## src/design/rcuc_pkg.sv

```systemverilog
// ----------------------------------------------------------------------------
// rcuc_pkg
// shared constants and types for the range cover / uncovered count block
// ----------------------------------------------------------------------------
package rcuc_pkg;

  // number of positions the mark store can hold
  localparam int unsigned POSITIONS = 65536;

  // width of the position fields, the length register and the count
  localparam int unsigned FIELD_W = 17;

  // bits per mark word and the offset width inside one word
  localparam int unsigned WORD_W = 64;
  localparam int unsigned BIT_W  = 6;

  // longest line the length register can express within the store
  localparam int unsigned FIELD_MAX = (1 << FIELD_W) - 1;
  localparam int unsigned LEN_MAX_I = (POSITIONS < FIELD_MAX) ? POSITIONS : FIELD_MAX;
  localparam logic [FIELD_W-1:0] LEN_MAX = FIELD_W'(LEN_MAX_I);

  // mark words that can ever be reached and their address width
  localparam int unsigned MEM_WORDS = (LEN_MAX_I + WORD_W - 1) / WORD_W;
  localparam int unsigned ADDR_W    = (MEM_WORDS > 1) ? $clog2(MEM_WORDS) : 1;

  // width of the count of ones in one word
  localparam int unsigned PC_W = BIT_W + 1;

  // length register after reset
  localparam logic [FIELD_W-1:0] LINE_LENGTH_RST = FIELD_W'(65536);

  typedef logic [ADDR_W-1:0] waddr_t;
  typedef logic [WORD_W-1:0] word_t;

  // range and line bounds of the range in flight, held for one sweep
  typedef struct packed {
    logic               rng_vld;  // range covers at least one position
    waddr_t             wa;       // first word touched by the range
    waddr_t             wb;       // last word touched by the range
    logic [BIT_W-1:0]   lo_bit;   // first bit inside the first word
    logic [BIT_W-1:0]   hi_bit;   // last bit inside the last word
    waddr_t             lw;       // last word of the line
    logic [BIT_W-1:0]   rem;      // used bits of the last line word, zero when full
  } sweep_ctl_t;

  // word read back from the store, in the cycle after its address
  typedef struct packed {
    logic   vld;
    waddr_t addr;
  } rd_stage_t;

endpackage

```

## src/design/rcuc_word_unit.sv

```systemverilog
// ----------------------------------------------------------------------------
// rcuc_word_unit
// merges the range into one read-back mark word, writes it back and counts
// the covered bits that lie on the line
// ----------------------------------------------------------------------------
module rcuc_word_unit (
  input  logic                      clk_i,
  input  logic                      rst_ni,
  input  rcuc_pkg::sweep_ctl_t      ctl_i,
  input  rcuc_pkg::rd_stage_t       rd_i,
  input  rcuc_pkg::word_t           rd_data_i,
  output logic                      wr_en_o,
  output rcuc_pkg::waddr_t          wr_addr_o,
  output rcuc_pkg::word_t           wr_data_o,
  output logic                      pc_vld_o,
  output logic [rcuc_pkg::PC_W-1:0] pc_o
);
  import rcuc_pkg::*;

  word_t            cover_mask;
  word_t            count_mask;
  word_t            new_word;
  logic             in_words;
  logic             at_wa;
  logic             at_wb;
  logic             at_lw;
  logic             pc_vld_q;
  logic [PC_W-1:0]  pc_q;

  // where this word sits against the range and the line end
  assign at_wa    = (rd_i.addr == ctl_i.wa);
  assign at_wb    = (rd_i.addr == ctl_i.wb);
  assign at_lw    = (rd_i.addr == ctl_i.lw);
  assign in_words = ctl_i.rng_vld && (rd_i.addr >= ctl_i.wa) && (rd_i.addr <= ctl_i.wb);

  // per bit masks for covering and for counting
  always_comb begin
    for (int i = 0; i < WORD_W; i++) begin
      cover_mask[i] = in_words
                      && (!at_wa || (BIT_W'(i) >= ctl_i.lo_bit))
                      && (!at_wb || (BIT_W'(i) <= ctl_i.hi_bit));
      count_mask[i] = !at_lw || (ctl_i.rem == '0) || (BIT_W'(i) < ctl_i.rem);
    end
  end

  assign new_word = rd_data_i | cover_mask;

  // write back in the cycle the word arrives
  assign wr_en_o   = rd_i.vld;
  assign wr_addr_o = rd_i.addr;
  assign wr_data_o = new_word;

  // registered count of covered bits on the line
  always_ff @(posedge clk_i or negedge rst_ni) begin
    if (!rst_ni) begin
      pc_vld_q <= 1'b0;
    end else begin
      pc_vld_q <= rd_i.vld;
    end
  end

  always_ff @(posedge clk_i) begin
    pc_q <= PC_W'($countones(new_word & count_mask));
  end

  assign pc_vld_o = pc_vld_q;
  assign pc_o     = pc_q;

endmodule

```

## config.mk

```make
export PLATFORM = sky130hd
export DESIGN_NAME = rcuc_word_unit
export DESIGN_NICKNAME = d
export VERILOG_FILES = /design/src/design/rcuc_pkg.sv /design/src/design/rcuc_word_unit.sv
export SDC_FILE = /design/constraint.sdc
export NUM_CORES = 1
export LEC_CHECK = 0
export ABC_AREA = 0
export BUFFER_PORTS_ARGS = -buffer_cell sky130_fd_sc_hd__buf_2
export CAP_MARGIN = 20
export CELL_PAD_IN_SITES_DETAIL_PLACEMENT = 1
export CELL_PAD_IN_SITES_GLOBAL_PLACEMENT = 2
export CORE_MARGIN = 1
export CORE_UTILIZATION = 29
export CTS_BUF_LIST = sky130_fd_sc_hd__clkbuf_16
export CTS_CLUSTER_SIZE = 16
export DETAILED_ROUTE_END_ITERATION = 10
export PLACE_DENSITY = 0.95
export SLEW_MARGIN = 25
export SYNTH_ARGS = -nofsm -noshare
export SYNTH_HDL_FRONTEND = slang
export SYNTH_SLANG_ARGS = --single-unit
```

## constraint.sdc

```tcl
create_clock -name clk_i -period 7.5 [get_ports clk_i]
set_input_delay 1.5 -clock clk_i [delete_from_list [all_inputs] [get_ports clk_i]]
set_output_delay 1.5 -clock clk_i [all_outputs]
set_load 0.02 [all_outputs]
```

Yosys cells after proc, flatten, opt, wreduce, memory -nomap -nowiden
Index checks and enable logic that the tools add are counted.

storage, ports and cells
  input port bits = 126
  word-level logic and storage cells = 591
  output and inout port bits = 83
  flip-flop bits (word level) = 8

operators by class
  reductions and logical operators = 327
  equal/unequal tests = 3
  magnitude comparators = 194
  bitwise logic cells = 2
  $add $sub $neg = 63

operators with widths
  kind                                                       count
  logical OR 1 bit                                           193
  >= comparator 6 bit, first input constant                  32
  <= comparator 6 bit, first input constant                  32
  less-than comparator 6 bit, first input constant           32
  logical AND 1 bit                                          130
  >= comparator 5 x 6 -> 1 bit, first input constant         16
  <= comparator 5 x 6 -> 1 bit, first input constant         16
  less-than comparator 5 x 6 -> 1 bit, first input constant  16
  adder 1 x 1 -> 2 bit                                       32
  bitwise AND 64 bit                                         1
  OR 64 bit                                                  1
  adder 2 x 2 -> 3 bit                                       16
  >= comparator 4 x 6 -> 1 bit, first input constant         8
  <= comparator 4 x 6 -> 1 bit, first input constant         8
  less-than comparator 4 x 6 -> 1 bit, first input constant  8
  adder 3 x 3 -> 4 bit                                       8
  == test 10 bit                                             3
  >= comparator 3 x 6 -> 1 bit, first input constant         4
  <= comparator 3 x 6 -> 1 bit, first input constant         4
  less-than comparator 3 x 6 -> 1 bit, first input constant  4
  adder 4 x 4 -> 5 bit                                       4
  adder 5 x 5 -> 6 bit                                       2
  >= comparator 1 x 6 -> 1 bit, first input constant         2
  >= comparator 2 x 6 -> 1 bit, first input constant         2
  9 further kinds                                            15

Depth between registers and ports, before layout
  depth after elaboration = 13
  mapped depth = 32
  gate-level depth less buffers = 29

Worst setup path after synthesis
Ideal clock, no wire load.

  path type = input-to-reg
  start point = input port ctl_i[32] (netlist name)
  end point = register pc_q[5], in the netlist pc_o[5]
  cell stages on the path = 31
  buffers on the path = 2
  setup time = 0.072 ns
  data required time = 7.428 ns
  setup slack = -0.900 ns
  arrival = 8.328 ns
  cells stage by stage = inv_1 -> ha_1 -> nand4_2 -> nor3_4 -> o21ai_1 -> a211oi_2 -> buf_4 -> buf_6 -> a41o_1 -> o21ai_0 -> fa_1 -> inv_1 -> fa_1 -> inv_1 -> fa_1 -> inv_1 -> fa_1 -> fa_1 -> inv_1 -> fa_1 -> inv_1 -> ha_1 -> inv_1 -> fa_1 -> inv_1 -> ha_1 -> a21o_1 -> a21oi_1 -> o21bai_1 -> a21oi_1 -> xnor2_1

on the way
  longest elaborated chain between the ends = 12
  elaborated cells between the ends (all ways) = 261
  classes of those cells = add/sub (63); order compare (1); eq/ne (1); bitwise (2); reduce/logical (194)

RTL lines
  item                                                    line                                        source
  start: declaration                                      rcuc_word_unit.sv:9                         input rcuc_pkg::sweep_ctl_t ctl_i,
  <= comparator 10 bit or == test 10 bit (tied branches)  rcuc_word_unit.sv:34, rcuc_word_unit.sv:32
  logical AND 1 bit or logical NOT 1 bit (tied branches)  rcuc_word_unit.sv:34, rcuc_word_unit.sv:41
  logical AND 1 bit or logical OR 1 bit (tied branches)   rcuc_word_unit.sv:40, rcuc_word_unit.sv:41
  logical AND 1 bit *                                     rcuc_word_unit.sv:41                        && (!at_wb || (BIT_W'(i) <= ctl_i.hi_bit));
  OR 64 bit *                                             rcuc_word_unit.sv:46                        assign new_word = rd_data_i | cover_mask;
  net wr_data_o[17]                                       rcuc_word_unit.sv:14                        output rcuc_pkg::word_t wr_data_o,
  bitwise AND 64 bit *                                    rcuc_word_unit.sv:63                        pc_q <= PC_W'($countones(new_word & count_mask));
  adder 1 x 1 -> 2 bit (implied by the code) *            rcuc_word_unit.sv:63
  adder 2 x 2 -> 3 bit (implied by the code) *            rcuc_word_unit.sv:63
  adder 3 x 3 -> 4 bit (implied by the code) *            rcuc_word_unit.sv:63
  adder 4 x 4 -> 5 bit (implied by the code) *            rcuc_word_unit.sv:63
  adder 5 x 5 -> 6 bit (implied by the code) *            rcuc_word_unit.sv:63
  adder 6 x 6 -> 7 bit (implied by the code) *            rcuc_word_unit.sv:63
  end signal: assignment                                  rcuc_word_unit.sv:63
  end: declaration                                        rcuc_word_unit.sv:28                        logic [PC_W-1:0] pc_q;

The timed path passes the listed nets; every way through them passes the cells marked *.

Worst setup path after layout
  start point = input port rd_i[8] (netlist name)
  end point = register pc_q[4], in the netlist pc_o[4]

on the way
  longest elaborated chain between the ends = 13
  elaborated cells between the ends (all ways) = 396
  classes of those cells = add/sub (63); order compare (2); eq/ne (3); bitwise (2); reduce/logical (326)

RTL lines
  item                                                    line                                        source
  start: declaration                                      rcuc_word_unit.sv:10                        input rcuc_pkg::rd_stage_t rd_i,
  >= comparator 10 bit or == test 10 bit (tied branches)  rcuc_word_unit.sv:34, rcuc_word_unit.sv:31
  logical AND 1 bit or logical NOT 1 bit (tied branches)  rcuc_word_unit.sv:34, rcuc_word_unit.sv:40
  logical AND 1 bit or logical OR 1 bit (tied branches)   rcuc_word_unit.sv:34, rcuc_word_unit.sv:40
  logical AND 1 bit                                       rcuc_word_unit.sv:40                        && (!at_wa || (BIT_W'(i) >= ctl_i.lo_bit))
  logical AND 1 bit                                       rcuc_word_unit.sv:41
  OR 64 bit                                               rcuc_word_unit.sv:46
  bitwise AND 64 bit *                                    rcuc_word_unit.sv:63
  adder 1 x 1 -> 2 bit (implied by the code)              rcuc_word_unit.sv:63
  adder 2 x 2 -> 3 bit (implied by the code)              rcuc_word_unit.sv:63
  adder 3 x 3 -> 4 bit (implied by the code)              rcuc_word_unit.sv:63
  adder 4 x 4 -> 5 bit (implied by the code)              rcuc_word_unit.sv:63
  adder 5 x 5 -> 6 bit (implied by the code)              rcuc_word_unit.sv:63
  adder 6 x 6 -> 7 bit (implied by the code) *            rcuc_word_unit.sv:63

Every way passes the cells marked *; elsewhere a longest branch is shown, timed or not.

==> results.json <==
{
  "die_h_um": 139.0,
  "worst_slack_ns": -0.9729,
  "period_share": 1.130,
  "wl_per_cell_um": 25.03,
  "synth_compound_area_frac": 0.3439,
  "setup-violations-final": 6,
  "grt_pass1_vias": 8421,
  "ctsHtreeMaxLevel": 1,
  "final.min_clock_period_ns": 8.473,
  "start_util": 0.2997,
  "port_buffers": 208,
  "dp.final_hpwl_um": 25040,
  "tns_ns": -5.238,
  "crit_type": "input port to register",
  "cts_buffer_depth": 2,
  "tightest_slew_ns": 0.5327,
  "core_area_mm2": 0.01815,
  "dr.pass1.iters": 7,
  "synth_xor_xnor_area_share": 0.03221,
  "grt_usage": 0.3236,
  "antenna_found_initial": 2,
  "synth_cells": 765,
  "syn_area_per_cell_um2": 7.110,
  "yosysWarnings": 0,
  "endpoint_kind": "register",
  "wl_um": 34290,
  "yosysSeqAreaShare": 0.03037,
  "synth_edf_count": 0,
  "cts_buffers": 3,
  "root_buffer": "clkbuf_16",
  "num_vias": 8183,
  "pin_count": 209,
  "drt-initial-drc-count": 810,
  "final_cell_mix": "buf_4, buf_2, nand2_1",
  "synth_area_mm2": 0.005439,
  "ys_types": 61,
  "drive_above_1_share": 0.5031,
  "syn_to_final_growth_pct": 67.75,
  "critPathArrivalTime_ns": 8.63,
  "fmax_ghz": 0.1180,
  "globalplace.congestion": 1.007,
  "cts.sinks": 8,
  "viasPerCell": 5.973,
  "critPathLaunchType": "input port",
  "ys_seq_elements": 8,
  "status": "finished with violations",
  "crit_required_ns": 7.65,
  "die-area_mm2": 0.01931,
  "async_flop_share": 0.1250,
  "final-hold-violation-count": 0,
  "synth_nets": 980,
  "drc": 0,
  "synthSimpleGateAreaFrac": 0.2038,
  "synth_top_family_by_area": "compound AO/OA/AOI/OAI gates",
  "min-delay-path-class": "input port to asynchronous set/reset pin",
  "ys.flop_type": "dfxtp_1",
  "dp.cells": 1332,
  "clkTransAtPathRegs_ns": 0.04,
  "grt.overflow.total": 0,
  "violations": "negative setup slack",
  "die_x_um": 139.0,
  "cap_violations": 0,
  "cts_tree": "built",
  "rows": 49,
  "rsz0062_at_grt": "true",
  "drt.antenna.violating_nets": 0,
  "finish.net_count": 1355,
  "relSlewSlack": 0.6429,
  "muxShareOfSynthArea": 0,
  "grt_start_max_net_pins": 19,
  "maxSlewViolCount": 0,
  "fin_cells": 1370,
  "grt_pass1_wl_um": 48150,
  "layout_commonest_cell": "buf_4",
  "crit_fanout": 6,
  "synthAdderAreaFrac": 0.2724
}
-- stage by stage --
stage               instance area (um^2)  hold slack (ns)  worst slack (ns)  utilization
finish                              9124            1.033           -0.9729       0.5028
global route                        9124            1.032            -1.179       0.5028
CTS                                 8862            1.030           -0.6920       0.4883
detailed placement                  8330            1.278            -1.036       0.4590
global placement                    8330            1.276           -0.8584       0.4590
floorplan                           5782            1.204           -0.5773            -
-- routing by layer --
metal | wire (um) | global-route usage
met1 | 11990 | 0.3655
met2 | 16730 | 0.5800
met3 | 2849 | 0.05145
met4 | 2711 | 0.1813
met5 | 0 | 0
-- sequential cells by signal, indices dropped and copies added (netlist names) --
name      count
pc_o          7
pc_vld_o      1
-- layout make-up --
type	instances	area (um^2)
diodes	2	5.005
repair buffers	435	2959
fillers	2288	9024
inverters	85	336.6
clock inverters	1	3.754
flip-flops and latches	8	165.2
clock buffers	3	75.07
well taps	229	286.5
multi-input cells	607	5293
-- worst max-delay path, stage by stage --
cell,delay (ns)
buf_2,0.14
ha_4,0.29
nand4_4,0.14
buf_4,0.20
nor4_4,0.24
buf_4,0.22
nand2b_1,0.11
o31a_1,0.31
a31oi_2,0.30
nor2_1,0.12
fa_1,0.58
fa_2,0.46
fa_1,0.54
fa_1,0.53
fa_1,0.52
inv_1,0.06
fa_1,0.54
inv_2,0.07
ha_4,0.17
inv_2,0.05
fa_2,0.45
buf_6,0.14
fa_2,0.38
inv_2,0.08
a21oi_4,0.06
o21bai_4,0.13
buf_4,0.14
xor2_2,0.14
-- Yosys cell counts, drive strengths merged, types with 16 or more instances --
cell,n,share of area
a21oi,51,0.047
clkbuf,41,0.028
and2,16,0.018
inv,85,0.059
xnor2,19,0.031
a21o,63,0.087
a21boi,22,0.030
ha,40,0.092
o21ai,63,0.058
fa,49,0.18
buf,24,0.030
nor2,30,0.021
nand2,86,0.059
-- kinds of logic after synthesis --
group,after synthesis
adder cells (fa/ha/maj),89
buffers and inverters,150
AND/OR/NAND/NOR,217
flip-flops,8
XOR/XNOR,20
AO/OA/AOI/OAI,281
-- timing repair --
item                                    in CTS  in global routing
pin swaps                                   35                 24
endpoints found under the setup margin       6                  6
hold buffers                                 0                  0
gates cloned                                 1                  2
buffers inserted                            20                 14
resized for setup                           70                 31
-- path summary, 6_finish.rpt --
check | start | to | slack, ns | cells after the start
setup / recovery | rd_i[8] | pc_o[4]$_DFF_P_ | -0.97 | 28
hold / removal | rst_ni | pc_vld_o$_DFF_PN0_ | 1.03 | 1
max in group asynchronous | rst_ni | pc_vld_o$_DFF_PN0_ | 6.38 | 1
min in group clk_i | rd_i[10] | pc_vld_o$_DFF_PN0_ | 1.38 | 1
Power is not shown: default switching activity piles up to over one toggle a cycle in this logic, so the estimate is an artifact.
